**config.mk**
```make
export PLATFORM = sky130hd
export DESIGN_NAME = bb3_ctrl
export DESIGN_NICKNAME = d
export VERILOG_FILES = /design/src/hw/rtl/bb3_pkg.sv /design/src/hw/rtl/bb3_ctrl.sv
export SDC_FILE = /design/constraint.sdc
export NUM_CORES = 1
export LEC_CHECK = 0
export CAP_MARGIN = 20
export CORE_MARGIN = 2
export CORE_UTILIZATION = 40
export DETAILED_ROUTE_END_ITERATION = 12
export DONT_BUFFER_PORTS = 1
export GPL_ROUTABILITY_DRIVEN = 0
export PLACE_DENSITY = 0.55
export SYNTH_ARGS = -nofsm -noshare
export SYNTH_HDL_FRONTEND = slang
export SYNTH_SLANG_ARGS = --single-unit
```
**constraint.sdc**
```tcl
create_clock -name clk -period 5 [get_ports clk]
set_input_delay 0.5 -clock clk [delete_from_list [all_inputs] [get_ports clk]]
set_output_delay 0.5 -clock clk [all_outputs]
set_load 0.005 [all_outputs]
```
**src/hw/rtl/bb3_pkg.sv**
```systemverilog
// bb3_pkg: shared types, sizes and the reciprocal table for the 3x3 box blur.
// Used by bb3_ctrl, bb3_dp and box_blur_3x3_edge_clamped.
package bb3_pkg;

    localparam int MAX_WIDTH    = 1024;
    localparam int AW           = $clog2(MAX_WIDTH);
    localparam int EW           = AW + 1;
    localparam int WW           = 11;
    localparam int HW           = 13;
    localparam int RW           = 12;
    localparam int HEIGHT_LIMIT = 4096;
    localparam int RECIP_BITS   = 20;
    localparam int SUM_BITS     = 12;
    localparam int X_BITS       = SUM_BITS + 1;
    localparam int PROD_BITS    = X_BITS + RECIP_BITS;

    localparam logic [WW-1:0] WIDTH_RESET  = WW'(1024);
    localparam logic [HW-1:0] HEIGHT_RESET = HW'(768);

    typedef enum logic [0:0] {
        REG_WIDTH  = 1'b0,
        REG_HEIGHT = 1'b1
    } reg_idx_t;

    typedef struct packed {
        logic [7:0] r;
        logic [7:0] g;
        logic [7:0] b;
    } pix_t;

    // One averaging job: which window columns to use and which rows/cols count.
    typedef struct packed {
        logic shift;
        logic rok0;
        logic rok2;
        logic cok0;
        logic cok2;
        logic frame_end;
        logic run_end;
    } emit_t;

    typedef struct packed {
        logic          take;
        logic          ld;
        logic          we;
        logic          go;
        emit_t         em;
        logic [AW-1:0] addr;
    } bb3_cmd_t;

    typedef struct packed {
        logic idle;
        logic out_done;
    } bb3_sts_t;

    // ceil(2^20 / (2n)); exact for 2*sum+n below 2^13
    function automatic logic [RECIP_BITS-1:0] recip(input logic [3:0] n);
        logic [RECIP_BITS-1:0] v;
        case (n)
            4'd1:    v = 20'd524288;
            4'd2:    v = 20'd262144;
            4'd3:    v = 20'd174763;
            4'd4:    v = 20'd131072;
            4'd5:    v = 20'd104858;
            4'd6:    v = 20'd87382;
            4'd7:    v = 20'd74899;
            4'd8:    v = 20'd65536;
            4'd9:    v = 20'd58255;
            default: v = '0;
        endcase
        return v;
    endfunction

endpackage

```
**src/hw/rtl/bb3_ctrl.sv**
```systemverilog
// bb3_ctrl: sequencer for the box blur; frame counters, line store
// addressing and averaging job issue. Depends on bb3_pkg.
module bb3_ctrl
    import bb3_pkg::*;
(
    input  logic          clk,
    input  logic          rst_n,
    input  logic          s_tvalid,
    output logic          s_tready,
    input  logic          item_drain,
    input  logic [WW-1:0] image_width,
    input  logic [HW-1:0] image_height,
    input  bb3_sts_t      sts,
    output bb3_cmd_t      cmd
);

    typedef enum logic [3:0] {
        ST_IDLE,
        ST_P_RD,
        ST_P_LD,
        ST_D_RD0,
        ST_D_RD1,
        ST_D_RD2,
        ST_D_LD,
        ST_EMIT,
        ST_WAIT
    } state_t;

    state_t        state_reg, state_next;
    logic [AW-1:0] col_reg, col_next;
    logic [RW-1:0] row_reg, row_next;
    logic [AW-1:0] drain_reg, drain_next;
    logic          draining_reg, draining_next;
    logic [AW-1:0] addr_reg, addr_next;
    emit_t         em1_reg, em1_next;
    emit_t         em2_reg, em2_next;
    logic          pend1_reg, pend1_next;
    logic          pend2_reg, pend2_next;

    logic [EW-1:0] eff_w;
    logic [HW-1:0] eff_h;
    logic          last_col;
    logic          last_row;
    logic          last_drain;

    always_comb
    begin
        if (image_width == '0)
            eff_w = EW'(1);
        else if (32'(image_width) > MAX_WIDTH)
            eff_w = EW'(MAX_WIDTH);
        else
            eff_w = EW'(image_width);

        if (image_height == '0)
            eff_h = HW'(1);
        else if (32'(image_height) > HEIGHT_LIMIT)
            eff_h = HW'(HEIGHT_LIMIT);
        else
            eff_h = image_height;
    end

    assign last_col   = ({1'b0, col_reg} + EW'(1)) >= eff_w;
    assign last_row   = ({1'b0, row_reg} + HW'(1)) >= eff_h;
    assign last_drain = ({1'b0, drain_reg} + EW'(1)) >= eff_w;

    always_comb
    begin
        state_next    = state_reg;
        col_next      = col_reg;
        row_next      = row_reg;
        drain_next    = drain_reg;
        draining_next = draining_reg;
        addr_next     = addr_reg;
        em1_next      = em1_reg;
        em2_next      = em2_reg;
        pend1_next    = pend1_reg;
        pend2_next    = pend2_reg;

        case (state_reg)
            ST_IDLE:
            begin
                if (s_tvalid)
                begin
                    if (item_drain && draining_reg)
                    begin
                        addr_next          = drain_reg - AW'(1);
                        em1_next.shift     = 1'b0;
                        em1_next.rok0      = row_reg != '0;
                        em1_next.rok2      = 1'b0;
                        em1_next.cok0      = drain_reg != '0;
                        em1_next.cok2      = !last_drain;
                        em1_next.frame_end = last_drain;
                        em1_next.run_end   = 1'b1;
                        pend1_next         = 1'b1;
                        pend2_next         = 1'b0;
                        state_next         = ST_D_RD0;
                        if (last_drain)
                        begin
                            draining_next = 1'b0;
                            col_next      = '0;
                            row_next      = '0;
                            drain_next    = '0;
                        end
                        else
                        begin
                            drain_next = drain_reg + AW'(1);
                        end
                    end
                    else if (!item_drain && !draining_reg)
                    begin
                        addr_next          = col_reg;
                        em1_next.shift     = 1'b0;
                        em1_next.rok0      = row_reg >= RW'(2);
                        em1_next.rok2      = 1'b1;
                        em1_next.cok0      = col_reg >= AW'(2);
                        em1_next.cok2      = 1'b1;
                        em1_next.frame_end = 1'b0;
                        em1_next.run_end   = !last_col;
                        em2_next.shift     = 1'b1;
                        em2_next.rok0      = row_reg >= RW'(2);
                        em2_next.rok2      = 1'b1;
                        em2_next.cok0      = col_reg != '0;
                        em2_next.cok2      = 1'b0;
                        em2_next.frame_end = 1'b0;
                        em2_next.run_end   = 1'b1;
                        pend1_next         = (row_reg != '0) && (col_reg != '0);
                        pend2_next         = (row_reg != '0) && last_col;
                        state_next         = ST_P_RD;
                        if (last_col)
                        begin
                            col_next = '0;
                            if (last_row)
                            begin
                                draining_next = 1'b1;
                                drain_next    = '0;
                            end
                            else
                            begin
                                row_next = row_reg + RW'(1);
                            end
                        end
                        else
                        begin
                            col_next = col_reg + AW'(1);
                        end
                    end
                end
            end
            ST_P_RD:
                state_next = ST_P_LD;
            ST_P_LD:
                state_next = (pend1_reg || pend2_reg) ? ST_EMIT : ST_IDLE;
            ST_D_RD0:
            begin
                addr_next  = addr_reg + AW'(1);
                state_next = ST_D_RD1;
            end
            ST_D_RD1:
            begin
                addr_next  = addr_reg + AW'(1);
                state_next = ST_D_RD2;
            end
            ST_D_RD2:
                state_next = ST_D_LD;
            ST_D_LD:
                state_next = ST_EMIT;
            ST_EMIT:
            begin
                if (pend1_reg)
                    pend1_next = 1'b0;
                else
                    pend2_next = 1'b0;
                state_next = ST_WAIT;
            end
            ST_WAIT:
            begin
                if (sts.out_done)
                    state_next = (pend1_reg || pend2_reg) ? ST_EMIT : ST_IDLE;
            end
            default:
                state_next = ST_IDLE;
        endcase
    end

    always_ff @(posedge clk or negedge rst_n)
    begin
        if (!rst_n)
        begin
            state_reg    <= ST_IDLE;
            col_reg      <= '0;
            row_reg      <= '0;
            drain_reg    <= '0;
            draining_reg <= 1'b0;
            addr_reg     <= '0;
            em1_reg      <= '0;
            em2_reg      <= '0;
            pend1_reg    <= 1'b0;
            pend2_reg    <= 1'b0;
        end
        else
        begin
            state_reg    <= state_next;
            col_reg      <= col_next;
            row_reg      <= row_next;
            drain_reg    <= drain_next;
            draining_reg <= draining_next;
            addr_reg     <= addr_next;
            em1_reg      <= em1_next;
            em2_reg      <= em2_next;
            pend1_reg    <= pend1_next;
            pend2_reg    <= pend2_next;
        end
    end

    assign s_tready = state_reg == ST_IDLE;

    always_comb
    begin
        cmd.take = (state_reg == ST_IDLE) && s_tvalid;
        cmd.ld   = (state_reg == ST_P_LD) || (state_reg == ST_D_RD1) ||
                   (state_reg == ST_D_RD2) || (state_reg == ST_D_LD);
        cmd.we   = state_reg == ST_P_LD;
        cmd.go   = state_reg == ST_EMIT;
        cmd.em   = pend1_reg ? em1_reg : em2_reg;
        cmd.addr = addr_reg;
    end

    // a job only starts on an empty averaging pipeline
    assert property (@(posedge clk) disable iff (!rst_n) cmd.go |-> sts.idle)
        else $error("averaging job issued while pipeline busy");

    // while draining, the column counter stays parked at zero
    assert property (@(posedge clk) disable iff (!rst_n) draining_reg |-> col_reg == '0)
        else $error("column counter moved during drain");

    // a result transfer only happens while the sequencer waits for it
    assert property (@(posedge clk) disable iff (!rst_n)
        sts.out_done |-> state_reg == ST_WAIT)
        else $error("result transfer outside wait state");

endmodule

```
==> metrics.sh <==
POWER.INTERNAL_W=0.00129
CLOCK.FMAX_MHz=254
PERIOD_NEEDED_PS=3940
REQUIRED_PS=5270
DRIVE_GT1_FRAC=0.0841
FINAL_MIN_PERIOD_OVER_CLOCK_PERIOD=0.788
TIMING_WORST_SLEW_PIN_VALUE_PS=1050
WORST-PATH-MAX-FANOUT=11
WORST_EP_ARRIVAL_TIME_PS=4210
SYNTH_CELL_TYPES=60
HPWL_UM=8780
MEAN_AREA_PER_SYNTHESIZED_CELL_UM2=8.61
POWER.COMBINATIONAL.FRACTION=0.348
CRIT-REG2REG-CAPTURE='drain_reg[0]'
HOLDWS_PS=41.8
DETAILEDROUTE.FIRSTITERATIONVIOLATIONS=334
ROUTED-VIA-COUNT=4051
MULTI_INPUT_AREA_UM2=3000
REPORT.FINAL.SLEW_VIOL_COUNT=0
VDD_IR_DROP_MAX_mV=0.234
TOP_CELL_TYPE_S_SHARE_OF_SYNTHESIZED_AREA=0.313
TOP_LEVEL_I_O_COUNT=52
TRITONCTS_CLOCK_TREE='yes'
SYN_NETS=616
TIMING.REG2REG.SETUP_SLACK_PS=1060
SYNTH_AREA_UM2=4640
OVERALL_POWER_AFTER_LAYOUT_W=0.00211
FP.COREAREA_UM2=11400
ROW_COUNT=39
POST_SYNTH_MAIN_AREA_CONTRIBUTORS='sky130_fd_sc_hd__dfrtp_1, sky130_fd_sc_hd__ha_1, sky130_fd_sc_hd__nand2_1, sky130_fd_sc_hd__a21oi_1, sky130_fd_sc_hd__xnor2_1'
R2R_START='drain_reg[2]'
PWR-SHARE-SEQ=0.352
POSTCTSSETUPBUFFERS=0
NUMBER_OF_VIAS_PER_CELL=5.97
DRC=0
DRV.MAX_CAP_VIOLATION_COUNT=0
FINAL.FILL_COUNT=1125
TIMING.SETUP.TNS_PS=0
CTS_NUM_SINKS=58
PORT_BUFFERS=0
YOSYS_WARNINGS=0
GROUTE.USAGE.OVERALL=0.198
ROUTED_WIRE_LENGTH_PER_INSTANCE_UM=17.8
SETUP_VIOLATIONS=0
CTSLONGESTPATHBUFFERS=2
CTS_INSERTED_BUFFERS=9
SYN2LAYOUT_AREA_GROWTH_PCT=8.90
MAXIMUM_NUMBER_OF_PINS_ON_ONE_NET_BEFORE_GLOBAL_ROUTE_REPAIR=59
POWER.DENSITY_CELL_AREA_nW_PER_UM2=418
REG2REGPATHDEPTH=11
TIMING.CRITICAL_PATH.TO='drain_reg[0]'
ANTENNA_CELLS=0
LAYOUT.CORE_UTILIZATION=0.444
ANTENNA_FOUND_INITIAL=0
FIN_NETS=607
POWER.NET_SWITCHING_W=0.000822
PRE_CTS_SLACK_PS=1170
INITIAL_UTILIZATION=0.408
YOSYS_REGISTER_BITS=58
REGAREA_UM2=1450
SWITCHING_SHARE=0.389
YOSYS_MOST_USED_DFF='sky130_fd_sc_hd__dfrtp_1'
SYNTH_CELLS=539
LEAKAGEPOWER_nW=2.32
YS_ASYNC_SR_FRACTION=1.00
GRT_SETUP_UNREPAIRED='no'
SYNTHDOMINANTAREACELLTYPE='sky130_fd_sc_hd__dfrtp_1'
HOLD_PATH.CLASS='in -> async'
POST-ROUTE-WORST-SETUP-SLACK_PS=1060
HOLD_VIOLATIONS=0
SYNTH_EDF_COUNT=0
DETAIL-ROUTE-ANTENNA-NETS=0
DRT-PASS1-ITER-COUNT=4
CTS-HTREE-LEVELS=3
CHIPHEIGHT_UM=112
LARGEST_REGISTER_FFS=12
CRITICAL_PATH.STARTPOINT='drain_reg[2]'
CRITICAL_PATH_TYPE='reg -> reg'
ROUTE.FINAL.WIRE_LENGTH_UM=12000
RUN_STATUS='complete, no violations'
CLK_PIN_SLEW_WORST_PATHS_PS=60
WORST_SLEW_MARGIN_REL=0.299
CLOCK_LATENCY_PS=330
SKEW_PS=5.34
COUNT_OF_INSTANCES_RESIZED_AFTER_THE_CLOCK_TREE_IS_BUILT=0
ROOT_BUFFER='sky130_fd_sc_hd__clkbuf_16'
CRITICAL_PATH.ENDPOINT_TYPE='flop'
SHARE_CLK_OF_TOTAL_POWER=0.301
GRT_FIRST_PASS_WIRELENGTH_UM=19700
NUMBER_OF_GLOBAL_ROUTE_VIAS_BEFORE_REPAIR=3878
DIE-WIDTH_UM=112
SEQ_AREA_FRAC_SYNTH=0.313
OVERFLOW=0
START_KIND='flop'
DIE-AREA_UM2=12500
==> worst max-delay path, cell delays in order (launching register included) <==
cell                       delay [ps]
sky130_fd_sc_hd__dfrtp_1          500
sky130_fd_sc_hd__and3_1           280
sky130_fd_sc_hd__and3_1           200
sky130_fd_sc_hd__nand3_1          100
sky130_fd_sc_hd__xnor2_1          270
sky130_fd_sc_hd__ha_1             300
sky130_fd_sc_hd__and3_1           190
sky130_fd_sc_hd__a221o_1          300
sky130_fd_sc_hd__a41oi_1          290
sky130_fd_sc_hd__o211ai_1         490
sky130_fd_sc_hd__nor2_1           670
sky130_fd_sc_hd__mux2_2           270
==> Yosys cell counts, drive strengths merged, types with 14 or more instances <==
library cell  instances
o21ai                23
dfrtp                58
a22o                 23
ha                   47
clkbuf               18
nor2                 41
inv                  19
nand3                24
a21oi                34
nand2                63
and3                 21
xnor2                19
nor3                 14
==> final cells by class <==
cell class	count	share of cell area
clock buffer	11	0.0500
clock inverter	5	0.0104
inverter	21	0.0156
multi-input combinational	437	0.593
sequential	58	0.287
tap	143	0.0354
timing repair buffer	3	0.00842
==> power groups by stage <==
| stage | sequential (W) | clock, W | combinational (W) |
|---|---|---|---|
| global placement | 0.000745 | 0 | 0.000707 |
| detailed placement | 0.000752 | 0 | 0.000723 |
| global route | 0.000771 | 0.000668 | 0.000834 |
| floorplan | 0.000671 | 0 | 0.000632 |
| finish | 0.000743 | 0.000635 | 0.000735 |
| CTS | 0.000744 | 0.000649 | 0.000740 |
==> routing by layer <==
layer  track usage  up-vias  routed length [um]
li1              -     1978                   -
met1         0.278     1942                5790
met2         0.293      114                5300
met3        0.0441       17                 657
met4        0.0815        0                 283
met5             0        -                   0
==> cells in the final DEF (no fill, tap or decap), types with 3 or more instances in the layout <==
| cell | n |
|---|---|
| sky130_fd_sc_hd__nand2_1 | 62 |
| sky130_fd_sc_hd__dfrtp_1 | 58 |
| sky130_fd_sc_hd__ha_1 | 47 |
| sky130_fd_sc_hd__nor2_1 | 38 |
| sky130_fd_sc_hd__a21oi_1 | 34 |
| sky130_fd_sc_hd__nand3_1 | 24 |
| sky130_fd_sc_hd__o21ai_0 | 23 |
| sky130_fd_sc_hd__and3_1 | 21 |
| sky130_fd_sc_hd__inv_1 | 19 |
| sky130_fd_sc_hd__xnor2_1 | 19 |
| sky130_fd_sc_hd__a22o_1 | 17 |
| sky130_fd_sc_hd__nor3_1 | 14 |
| sky130_fd_sc_hd__xor2_1 | 13 |
| sky130_fd_sc_hd__nor4_1 | 12 |
| sky130_fd_sc_hd__a31oi_1 | 9 |
| sky130_fd_sc_hd__nor2b_1 | 9 |
| sky130_fd_sc_hd__clkbuf_16 | 9 |
| sky130_fd_sc_hd__nand2b_1 | 6 |
| sky130_fd_sc_hd__a22o_2 | 6 |
| sky130_fd_sc_hd__o22ai_1 | 6 |
| sky130_fd_sc_hd__mux2_2 | 5 |
| sky130_fd_sc_hd__o311ai_0 | 5 |
| sky130_fd_sc_hd__a211oi_1 | 5 |
| sky130_fd_sc_hd__a21o_1 | 4 |
| sky130_fd_sc_hd__o211ai_1 | 4 |
| sky130_fd_sc_hd__nand4_1 | 3 |
| sky130_fd_sc_hd__or3_1 | 3 |
| sky130_fd_sc_hd__and2_1 | 3 |
| sky130_fd_sc_hd__a221o_1 | 3 |
| sky130_fd_sc_hd__a41oi_1 | 3 |
| sky130_fd_sc_hd__o31ai_1 | 3 |
| sky130_fd_sc_hd__a211o_1 | 3 |
| sky130_fd_sc_hd__clkinv_2 | 3 |
==> worst min-delay path by stage <==
stage | slack, ps | start | to | cells after the start
6_report | 40 | rst_n | drain_reg[7] | 1
2_1_floorplan | 200 | rst_n | addr_reg[0] | 0
4_1_cts | 50 | rst_n | drain_reg[7] | 1
5_1_grt | 60 | rst_n | drain_reg[7] | 1
3_5_place_dp | 210 | rst_n | drain_reg[6] | 0
3_3_place_gp | 210 | rst_n | addr_reg[3] | 0
==> cells by family (layout without fill, tap and decap cells) <==
family / after synthesis / count (layout) / synth area share
AND/OR/NAND/NOR: 211 / 211 / 0.232
AO/OA/AOI/OAI: 140 / 140 / 0.210
flip-flops: 58 / 58 / 0.313
adder cells (fa/ha/maj): 47 / 47 / 0.127
buffers and inverters: 44 / 40 / 0.0415
XOR/XNOR: 32 / 32 / 0.0604
multiplexers: 7 / 7 / 0.0164
==> stage by stage <==
step                std cells  instance area, um2
floorplan                 539                4640
global placement          661                4720
detailed placement        661                4720
CTS                       678                5050
global route              678                5050
finish                    678                5050
==> timing repair <==
action / in CTS / in global routing
hold buffers: 1 / 0
hold endpoints to repair: 58 / 0
setup endpoints to repair: 0 / 0
No activity file was read; power rests on OpenSTA's default activity.
